File: config.mk
export PLATFORM = sky130hd
export DESIGN_NAME = ucv_front
export DESIGN_NICKNAME = d
export VERILOG_FILES = /design/src/hw/rtl/ucv_pkg.sv /design/src/hw/rtl/ucv_front.sv
export SDC_FILE = /design/constraint.sdc
export NUM_CORES = 1
export LEC_CHECK = 0
export ABC_AREA = 0
export BUFFER_PORTS_ARGS = -buffer_cell sky130_fd_sc_hd__buf_2
export CAP_MARGIN = 5
export CELL_PAD_IN_SITES_DETAIL_PLACEMENT = 1
export CELL_PAD_IN_SITES_GLOBAL_PLACEMENT = 1
export CORE_UTILIZATION = 42
export CTS_BUF_LIST = sky130_fd_sc_hd__clkbuf_2 sky130_fd_sc_hd__clkbuf_4 sky130_fd_sc_hd__clkbuf_8
export DETAILED_ROUTE_END_ITERATION = 8
export PLACE_DENSITY_LB_ADDON = 0.1
export SLEW_MARGIN = 20
export SYNTH_ARGS = -nofsm -noshare
export SYNTH_HDL_FRONTEND = slang
export SYNTH_SLANG_ARGS = --single-unit
File: constraint.sdc
create_clock -name clock -period 1.98 [get_ports clock]
set_input_delay 0.396 -clock clock [delete_from_list [all_inputs] [get_ports clock]]
set_output_delay 0.396 -clock clock [all_outputs]
set_load 0.005 [all_outputs]
File: src/hw/rtl/ucv_pkg.sv
package ucv_pkg;

   localparam int MAX_RINGS_DEF   = 256;
   localparam int MAX_SECTORS_DEF = 256;
   localparam int ANGLE_BITS_DEF  = 16;

   localparam int MIN_RINGS   = 2;
   localparam int MIN_SECTORS = 3;

   localparam int SINE_LAT = 8;

   localparam logic [31:0] K1 = 32'd1686629713;
   localparam logic [31:0] K3 = 32'd693598668;
   localparam logic [31:0] K5 = 32'd85569306;
   localparam logic [31:0] K7 = 32'd5026993;
   localparam logic [31:0] K9 = 32'd172272;

   localparam int CSR_AW = 4;
   localparam logic [1:0] REG_RADIUS  = 2'd0;
   localparam logic [1:0] REG_RINGS   = 2'd1;
   localparam logic [1:0] REG_SECTORS = 2'd2;

   localparam logic [2:0] SLOT_FIRST = 3'd0;
   localparam logic [2:0] SLOT_LAST  = 3'd5;

   typedef struct packed {
      logic [7:0] ring;
      logic [7:0] sector;
      logic       bad;
   } ucv_cell_type;

   typedef struct packed {
      logic       vld;
      logic [2:0] slot;
      logic       bad;
      logic       last;
   } ucv_tag_type;

   function automatic logic [8:0] clamp_count(logic [8:0] cnt, int lo, int hi);
      logic [8:0] res;
      if (int'(cnt) < lo) begin
         res = 9'(lo);
      end else if (int'(cnt) > hi) begin
         res = 9'(hi);
      end else begin
         res = cnt;
      end
      return res;
   endfunction

endpackage

File: src/hw/rtl/ucv_front.sv
module ucv_front (
   input  logic                 clock,
   input  logic                 reset,
   input  logic                 req_valid,
   output logic                 req_ready,
   input  logic [7:0]           req_ring_index,
   input  logic [7:0]           req_sector_index,
   input  logic [8:0]           rings_eff,
   input  logic [8:0]           sectors_eff,
   output logic                 q_valid,
   input  logic                 q_pop,
   output ucv_pkg::ucv_cell_type q_cell
);
   import ucv_pkg::*;

   ucv_cell_type ent_ff [2];
   logic         wr_ptr_ff, wr_ptr_in;
   logic         rd_ptr_ff, rd_ptr_in;
   logic [1:0]   cnt_ff, cnt_in;
   logic         push;
   ucv_cell_type ent_in;

   assign req_ready = (cnt_ff != 2'd2);
   assign push      = req_valid && req_ready;
   assign q_valid   = (cnt_ff != 2'd0);
   assign q_cell    = ent_ff[rd_ptr_ff];

   always_comb begin
      ent_in.ring   = req_ring_index;
      ent_in.sector = req_sector_index;
      ent_in.bad    = ({1'b0, req_ring_index} >= rings_eff) ||
                      ({1'b0, req_sector_index} >= sectors_eff);
      wr_ptr_in     = push ? ~wr_ptr_ff : wr_ptr_ff;
      rd_ptr_in     = q_pop ? ~rd_ptr_ff : rd_ptr_ff;
      cnt_in        = cnt_ff + 2'(push) - 2'(q_pop);
   end

   always_ff @(posedge clock) begin
      if (reset) begin
         wr_ptr_ff <= 1'b0;
         rd_ptr_ff <= 1'b0;
         cnt_ff    <= 2'd0;
      end else begin
         wr_ptr_ff <= wr_ptr_in;
         rd_ptr_ff <= rd_ptr_in;
         cnt_ff    <= cnt_in;
      end
   end

   always_ff @(posedge clock) begin
      if (push) begin
         ent_ff[wr_ptr_ff] <= ent_in;
      end
   end

   assert property (@(posedge clock) disable iff (reset) q_pop |-> cnt_ff != 2'd0)
      else $error("Cell queue popped while empty.");
   assert property (@(posedge clock) disable iff (reset) cnt_ff != 2'd3)
      else $error("Cell queue holds more words than it has entries.");

endmodule

==> out/qor.txt, run 1 <==
CTS Buffer Depth: 2
Total CTS buffers: 5
Worst-Skew Late Latency: 280 ps
Via count: 1227
CP endpoint kind: output port
CTS sink cnt: 39
Startpoint Class: flip-flop
DIE WIDTH: 69.0 um
Unique masters post-synth: 26
Core area: 4140 um2
Hold path startpoint: req_sector_index[0]
Max Fclk: 583 MHz
Final total power: 2.11 mW
Multi-input logic area: 668 um2
Largest delay share family, worst path: multiplexers
PD cells: 912 nW/um2
Most common cell in the netlist: edfxtp_1
Max IR drop VDD: 528 uV
Buf+Inv Stages, Crit Path: 2
H-Tree Depth: 2
Clock root buffer: clkbuf_8
CTS tree: yes
Syn_nets: 185
Crit path DAT: 1320 ps
# Post-CTS Setup Buffers: 0
Critical Path Fanout Max: 9
Io pins: 57
Initial core utilization: 45.5%
Diodes inserted: 0
Largest cells by area after synthesis: edfxtp_1 54%, ha_1 12%, mux2_4 8.0%
First-pass GRT wire length: 5750 um
Predominant post-synthesis flop cell: edfxtp_1
Min cycle time layout: 1710 ps
Register area: 1120 um2
Initial antenna violation count: 0
Synth Instances: 129
Crit-path cells: buf_4 -> mux2_2 -> buf_2
DRT Wirelength: 3710 um
Die extent in y: 69.0 um
Pins Over Slew Limit: 0
Vias in the first global route: 1308
Total die area: 4760 um2
Clock-pin slew of the registers on the worst-case setup and hold paths: 70 ps
Top cell type by total area after synthesis: edfxtp_1
PortBufs: 56
Row count: 23
Final setup margin: 266 ps
Sequential fraction of the synthesis area: 59.5%
Routability Congestion: 0.742
Post-route ant nets: 0
Post-synth EDFFs: 34
WP data required: 1580 ps
Syn. warnings: 0
Post-cts resize count: 0
RSZ-0062 raised after global routing: no
Total iterations of the first detailed-routing run: 4
#FFs+latches synth: 39
Dpl hpwl: 2950 um
Max-Cap Viols: 0
Pre-CTS WS: 224 ps
Mean number of vias per cell: 4.99
Synthesis-to-layout area growth: 23.0%
Gr ovfl total: 0
Leak Pwr: 1.07 nW
Status: complete, no violations
Worst-margin pin slew: 253 ps
Final setup fails: 0
Ys async rst share: 0%
Largest net degree at the start of global routing: 18
Nets: 251
Syn avg cell area: 14.6 um2
Largest stage delay, worst path: 360 ps
Synth top area share: 54.2%
WL per Instance: 15.1 um
Final hold viol count: 0
Hold Path Class: in2reg
Setup Skew: 6.44 ps
Fraction of layout cells with a size suffix above 1: 43.4%
FILL cells: 447
Slew margin rel.: 83.2%
GRT Total Usage: 17.2%
CP max stage cell: mux2_2
Synth top cells by count: 34 x edfxtp_1, 18 x ha_1, 17 x inv_1
Final period utilization: 86.6%
Hold buffer count at CTS: 0
DR iter-0 viols: 62
# DRC: 0
Setup CP Type: reg2out
Netlist Area Pre-Place: 1880 um2
R2R Path Start: cnt_ff[0]
Setup_tns: 0 ps
[power by group]
part / total [mW] / internal, mW / switching, mW
combinational: 0.511 / 0.266 / 0.246
clock: 0.509 / 0.254 / 0.255
sequential: 1.09 / 1.05 / 0.0438
[cell usage in the layout, fill, tap and decap left out]
master | netlist | layout
xnor2_1 | 2 | 2
nor2_1 | 5 | 5
a21oi_1 | 6 | 6
a21o_1 | 2 | 2
o211ai_1 | 1 | 1
buf_2 | 0 | 56
mux2_4 | 10 | 10
ha_1 | 18 | 18
and4b_1 | 1 | 1
nand3_1 | 2 | 2
dfxtp_1 | 5 | 5
nor2b_1 | 3 | 3
a31oi_1 | 1 | 1
clkbuf_4 | 0 | 1
nand4_1 | 1 | 1
a211oi_1 | 1 | 1
xor2_1 | 2 | 2
clkinv_1 | 0 | 2
inv_1 | 17 | 17
edfxtp_1 | 34 | 34
clkbuf_8 | 0 | 5
nand2_1 | 3 | 3
and3_1 | 1 | 1
o21ai_0 | 2 | 2
buf_4 | 0 | 5
or2_2 | 1 | 1
nand4b_1 | 1 | 1
mux2_2 | 7 | 7
nand2b_1 | 1 | 1
[sequential cells by signal (all words and copies together), names as in the netlist, named ones only]
signal,count
cnt_ff,2
ent_ff,34
rd_ptr_ff,1
wr_ptr_ff,1
[logic make-up (layout without fill, tap and decap cells)]
kind of cell             after synthesis  in the layout  synth area share [%]
AO/OA/AOI/OAI                         13             13                  4.05
XOR/XNOR                               4              4                  1.86
adder cells (fa/ha/maj)               18             18                  12.0
buffers and inverters                 19             86                  5.05
flip-flops                            39             39                  59.5
multiplexers                          17             17                  12.2
AND/OR/NAND/NOR                       19             19                  5.45
[final timing paths]
check | to | slack (ps) | cells after the start
max | q_cell[4] | 270 | 3
max reg2reg | cnt_ff[1] | 410 | 8
min | ent_ff[1][1] | 320 | 1
min reg2reg | rd_ptr_ff | 520 | 2
[metal layers]
metal  GRT usage, %  vias to the layer above  part of all wire, %
li1               -                      598                    -
met1           18.9                      588                   42
met2           32.3                       35                   53
met3           3.78                        6                  4.0
met4           5.61                        0                 0.89
met5              0                        -                    0
[per-stage QoR]
stage	hold slack, ps	instance area [um2]	std cells	util (%)
floorplan	468	1880	129	-
global placement	498	2230	238	53.9
detailed placement	512	2230	238	53.9
CTS	314	2320	246	55.9
global route	309	2320	246	55.9
finish	321	2320	246	55.9
[worst register-to-register path, delay by kind of cell (launching register included)]
| kind | cells | cell delay, ps |
|---|---|---|
| adders and majority gates | 2 | 460 |
| DFF | 1 | 340 |
| and+or+nand+nor | 3 | 330 |
| xor gates and xnor gates | 2 | 300 |
| buffers and inverters | 1 | 40 |
[final cells by class]
| class | count | share of cell area [%] |
|---|---|---|
| clock buffer | 6 | 3.29 |
| clock inverter | 2 | 0.324 |
| inverter | 17 | 2.75 |
| multi-input combinational | 71 | 28.8 |
| sequential | 39 | 48.4 |
| tap | 50 | 2.70 |
| timing repair buffer | 61 | 13.7 |
(Power assumes the default switching activity.)
==> run 2, diff against run 1 <==
--- a/config.mk
+++ b/config.mk
@@ -13,7 +13,7 @@
 export CORE_UTILIZATION = 42
 export CTS_BUF_LIST = sky130_fd_sc_hd__clkbuf_2 sky130_fd_sc_hd__clkbuf_4 sky130_fd_sc_hd__clkbuf_8
 export DETAILED_ROUTE_END_ITERATION = 8
-export PLACE_DENSITY_LB_ADDON = 0.1
+export PLACE_DENSITY = 0.93
 export SLEW_MARGIN = 20
 export SYNTH_ARGS = -nofsm -noshare
 export SYNTH_HDL_FRONTEND = slang
==> out/qor.txt, run 2 (same netlist as run 1, synthesis figures left out) <==
Largest regs: ent_ff x34, cnt_ff x2
Setup CP Type: reg2out
Hold Path Class: in2reg
RSZ-0062 raised after global routing: no
Power share of the combinational group: 24.5% (+0.3 points)
Nets: 251 (unchanged)
Register area: 1120 um2 (unchanged)
Core area: 4140 um2 (unchanged)
Clk pwr share: 24.5% (+0.4 points)
WL per Instance: 16.3 um (+8.4%)
Max IR drop VDD: 529 uV (+0.24%)
DRT Wirelength: 4020 um (+8.4%)
Min cycle time layout: 1770 ps (+57.9 ps)
CTS Buffer Depth: 2 (unchanged)
GRT Total Usage: 19.6% (+2.4 points)
CTS sink cnt: 39 (unchanged)
Synthesis-to-layout area growth: 24.0%
Most frequent cells in the layout: 56 x buf_2, 34 x edfxtp_1, 18 x ha_1
CP endpoint kind: output port
H-Tree Depth: 2 (unchanged)
Clock-pin slew of the registers on the worst-case setup and hold paths: 70 ps (about the same)
Row count: 23 (unchanged)
PortBufs: 56 (unchanged)
Hold path startpoint: req_sector_index[0]
Worst-margin pin slew: 235 ps (-17.3 ps)
Final period utilization: 89.5% (+2.9 points)
Startpoint Class: flip-flop
WP data required: 1580 ps (about the same)
Largest net degree at the start of global routing: 17 (-1)
Die extent in y: 69.0 um (unchanged)
Total CTS buffers: 5 (unchanged)
First-pass GRT wire length: 6290 um (+9.5%)
Gr ovfl total: 0 (unchanged)
Via count: 1211 (-1.3%)
CTS tree: yes
# Post-CTS Setup Buffers: 0 (unchanged)
# DRC: 0 (unchanged)
Dpl hpwl: 3250 um (+10%)
Post-route ant nets: 0 (unchanged)
Multi-input logic area: 671 um2 (+0.37%)
Flop pwr share: 51.0% (-0.7 points)
Pins Over Slew Limit: 0 (unchanged)
Max Fclk: 564 MHz (-3.3%)
Hold buffer count at CTS: 0 (unchanged)
Cell Int Power: 1.60 mW (+2.0%)
Most common cell after layout, fill and taps aside: buf_2
FILL cells: 463 (+3.6%)
Slew margin rel.: 84.2% (+0.99 points)
Vias in the first global route: 1349 (+3.1%)
Initial core utilization: 45.5% (unchanged)
Status: complete, no violations
Max-Cap Viols: 0 (unchanged)
Fraction of layout cells with a size suffix above 1: 44.9% (+1.5 points)
Final setup margin: 208 ps (-57.9 ps)
Placed cell area: 2250 um2 (+0.67%)
Setup_tns: 0 ps (unchanged)
PD cells: 923 nW/um2 (+1.1%)
Routability Congestion: 0.687 (-7.4%)
Leak Pwr: 1.08 nW (+0.83%)
Largest Register: ent_ff
Net Sw Frac: 25.7% (about the same)
Total iterations of the first detailed-routing run: 4 (unchanged)
DIE WIDTH: 69.0 um (unchanged)
Clock root buffer: clkbuf_8
Crit path DAT: 1380 ps (+60 ps)
Io pins: 57 (unchanged)
Setup Skew: 2.37 ps (-4.06 ps)
Diodes inserted: 0 (unchanged)
R2R Path Start: cnt_ff[0]
Final hold viol count: 0 (unchanged)
Max FFs per register: 34 (unchanged)
Critical Path Fanout Max: 16 (+7)
Total die area: 4760 um2 (unchanged)
Pre-CTS WS: 282 ps (+58.7 ps)
Mean number of vias per cell: 4.92 (-1.3%)
Final setup fails: 0 (unchanged)
Fin area: 2340 um2 (+0.86%)
DR iter-0 viols: 25 (-60%)
Post-cts resize count: 0 (unchanged)
Switching power: 0.555 mW (+1.9%)
Initial antenna violation count: 0 (unchanged)
Worst-Skew Late Latency: 280 ps (about the same)
run 2: changes by cell type in the layout (fill, tap and decap cells not counted):
cell,before,now
nor2_2,0,1
buf_4,5,4
buf_12,0,1
clkinv_1,2,0
clkbuf_4,1,2
nor2_1,5,4
clkinv_2,0,1
run 2: worst paths after layout:
path / slack, ps / end / depth (start not counted)
max: 210 / q_cell[3] / 3
min: 310 / ent_ff[0][1] / 1
max reg2reg: 410 / cnt_ff[1] / 8
min reg2reg: 520 / rd_ptr_ff / 2
run 2: metrics by stage:
| step | hold slack [ps] | cells | utilization (%) | total power [mW] |
|---|---|---|---|---|
| floorplan | 468 | 129 | - | 1.41 |
| global placement | 505 | 238 | 54.3 | 1.62 |
| detailed placement | 507 | 238 | 54.3 | 1.66 |
| CTS | 305 | 246 | 56.4 | 2.19 |
| global route | 308 | 246 | 56.4 | 2.28 |
| finish | 313 | 246 | 56.4 | 2.16 |
run 2: layout make-up:
class	instances	area share, %
timing repair buffer	61	14.1
inverter	17	2.73
tap	50	2.68
sequential	39	48.0
multi-input combinational	71	28.7
clock inverter	1	0.214
clock buffer	7	3.59
run 2: per-layer routing:
metal  share of wire [%]  GRT usage [%]
met5                   0              0
met4                 1.4           7.65
met3                 6.0           7.07
met2                  53           35.7
met1                  39           20.1
run 2: worst max-delay path, cell delays in order (launching register included):
cell	delay [ps]
dfxtp_1	400
buf_12	190
mux2_2	350
buf_2	140
run 2: power groups by stage:
stage | sequential (mW) | clock, mW | combinational (mW)
after detailed placement | 1.12 | 0 | 0.538
final | 1.10 | 0.528 | 0.528
after global routing | 1.11 | 0.572 | 0.596
after CTS | 1.10 | 0.546 | 0.540
after floorplan | 1.10 | 0 | 0.309
after global placement | 1.10 | 0 | 0.512
==> run 3, diff against run 2 <==
--- a/config.mk
+++ b/config.mk
@@ -13,8 +13,10 @@
 export CORE_UTILIZATION = 42
 export CTS_BUF_LIST = sky130_fd_sc_hd__clkbuf_2 sky130_fd_sc_hd__clkbuf_4 sky130_fd_sc_hd__clkbuf_8
 export DETAILED_ROUTE_END_ITERATION = 8
+export MAX_ROUTING_LAYER = met4
 export PLACE_DENSITY = 0.93
 export SLEW_MARGIN = 20
 export SYNTH_ARGS = -nofsm -noshare
 export SYNTH_HDL_FRONTEND = slang
 export SYNTH_SLANG_ARGS = --single-unit
+export TNS_END_PERCENT = 1
==> constraint.sdc (replaced) <==
create_clock -name clock -period 1.98 [get_ports clock]
set_input_delay 0.198 -clock clock [delete_from_list [all_inputs] [get_ports clock]]
set_output_delay 0.198 -clock clock [all_outputs]
set_load 0.005 [all_outputs]
==> out/qor.txt, run 3 (same netlist as run 1, synthesis figures left out) <==
Status: complete, no violations
Via count: 1224 (+1.1%)
Max-Cap Viols: 0 (unchanged)
Pins Over Slew Limit: 0 (unchanged)
Core area: 4140 um2 (unchanged)
Reg2reg path depth: 8 (unchanged)
# DRC: 0 (unchanged)
GRT Total Usage: 19.4% (-0.18 points)
Setup CP Type: reg2reg
Die extent in y: 69.0 um (unchanged)
DR iter-0 viols: 76 (+200%)
Post-layout util: 56.4% (unchanged)
Nets: 251 (unchanged)
DRT Wirelength: 3880 um (-3.6%)
CP endpoint kind: flip-flop
Worst-Skew Late Latency: 290 ps (about the same)
Final total power: 2.16 mW (+0.21%)
Diodes inserted: 0 (unchanged)
Dpl hpwl: 3170 um (-2.6%)
Clock root buffer: clkbuf_8
Leak Pwr: 1.08 nW (about the same)
Largest stage delay, worst path: 340 ps (-60 ps)
Hold buffer count at CTS: 0 (unchanged)
Vias in the first global route: 1299 (-3.7%)
Crit path DAT: 1780 ps (+400 ps)
DIE WIDTH: 69.0 um (unchanged)
Post-route ant nets: 0 (unchanged)
Total die area: 4760 um2 (unchanged)
Max FFs per register: 34 (unchanged)
Worst hold path depth: 1 (unchanged)
Clk pwr share: 24.5% (about the same)
Initial antenna violation count: 0 (unchanged)
Hold Path Class: in2reg
Critical Path Fanout Max: 3 (-13)
RSZ-0062 raised after global routing: no
Most common cell on crit path: ha_1
Largest Register: ent_ff
CTS Buffer Depth: 2 (unchanged)
Final setup fails: 0 (unchanged)
# Post-CTS Setup Buffers: 0 (unchanged)
Mean number of vias per cell: 4.98 (+1.1%)
Switching power: 0.555 mW (about the same)
PortBufs: 56 (unchanged)
Setup Skew: 1.45 ps (-0.921 ps)
Post-cts resize count: 0 (unchanged)
Setup_tns: 0 ps (unchanged)
Gr ovfl total: 0 (unchanged)
Min cycle time layout: 1600 ps (-175 ps)
Largest net degree at the start of global routing: 13 (-4)
Final hold viol count: 0 (unchanged)
CTS tree: yes
Final period utilization: 80.6% (-8.9 points)
Row count: 23 (unchanged)
Startpoint Class: flip-flop
CP max stage cell: dfxtp_1
Most common cell after layout, fill and taps aside: buf_2
Slew margin rel.: 73.3% (-11 points)
Io pins: 57 (unchanged)
FILL cells: 455 (-1.7%)
H-Tree Depth: 2 (unchanged)
CTS sink cnt: 39 (unchanged)
Power share of the combinational group: 24.7% (+0.2 points)
WL per Instance: 15.8 um (-3.6%)
Max Fclk: 626 MHz (+11%)
Crit-path cells: nand2b_1 -> nand2_1 -> ha_1 -> inv_1 -> ha_1 -> xor2_1 -> xnor2_1 -> nor2_1
Net Sw Frac: 25.7% (-0.053 points)
Worst-margin pin slew: 400 ps (+164 ps)
First-pass GRT wire length: 5990 um (-4.8%)
Clock-pin slew of the registers on the worst-case setup and hold paths: 70 ps (about the same)
Total iterations of the first detailed-routing run: 3 (-1)
WP data required: 2160 ps (+580 ps)
Largest regs: ent_ff x34, cnt_ff x2
Routability Congestion: 0.683 (-0.60%)
Cell Int Power: 1.61 mW (+0.28%)
Fraction of layout cells with a size suffix above 1: 44.9% (unchanged)
Total CTS buffers: 5 (unchanged)
Most frequent cells in the layout: 56 x buf_2, 34 x edfxtp_1, 18 x ha_1
Initial core utilization: 45.5% (unchanged)
Max IR drop VDD: 540 uV (+2.1%)
PD cells: 924 nW/um2 (+0.21%)
Synthesis-to-layout area growth: 24.0% (unchanged)
Flop pwr share: 50.8% (-0.2 points)
[run 3: cell counts in the layout (fill, tap and decap cells not counted)]
Identical to the previous run, type by type.
[run 3: final cells by class]
cell class / count / area, um2 / share of cell area [%]
clock inverters: 1 / 5.00 / 0.214
well taps: 50 / 62.6 / 2.68
flip-flops and latches: 39 / 1120 / 48.0
repair buffers: 61 / 330 / 14.1
multi-input cells: 71 / 671 / 28.7
clock buffers: 7 / 83.8 / 3.59
inverters: 17 / 63.8 / 2.73
[run 3: worst paths after layout]
path	slack, ps	endpoint	start
setup / recovery	380	cnt_ff[1]	cnt_ff[0]
hold / removal	120	ent_ff[0][1]	req_sector_index[0]
hold reg to reg	570	flip-flop	rd_ptr_ff
setup reg to reg	380	cnt_ff[1]	cnt_ff[0]
[run 3: stage by stage]
stage	setup WS (ps)	instances	cell area, um2	hold slack, ps
final	383	246	2340	116
after global routing	269	246	2340	103
after CTS	361	246	2340	108
after detailed placement	347	238	2250	410
after global placement	386	238	2250	403
after floorplan	274	129	1880	270
[run 3: worst max-delay path, delay by kind of cell (launching register included)]
| family | cells | cell delay (ps) |
|---|---|---|
| adders and majority gates | 2 | 460 |
| buffers and inverters | 1 | 40 |
| xor gates and xnor gates | 2 | 310 |
| and+or+nand+nor | 3 | 330 |
| DFF | 1 | 340 |
[run 3: routing by layer]
layer	vias up	global-route usage [%]	wire, um
met3	5	6.41	208
met5	-	-	0
met4	0	7.65	48
met1	583	19.8	1560
met2	38	34.0	2060
li1	598	-	-
[run 3: power groups by stage]
stage	combinational, mW	sequential, mW	clock [mW]
floorplan	0.309	1.10	0
global placement	0.520	1.10	0
detailed placement	0.544	1.12	0
CTS	0.548	1.10	0.544
global route	0.599	1.11	0.581
finish	0.533	1.10	0.530
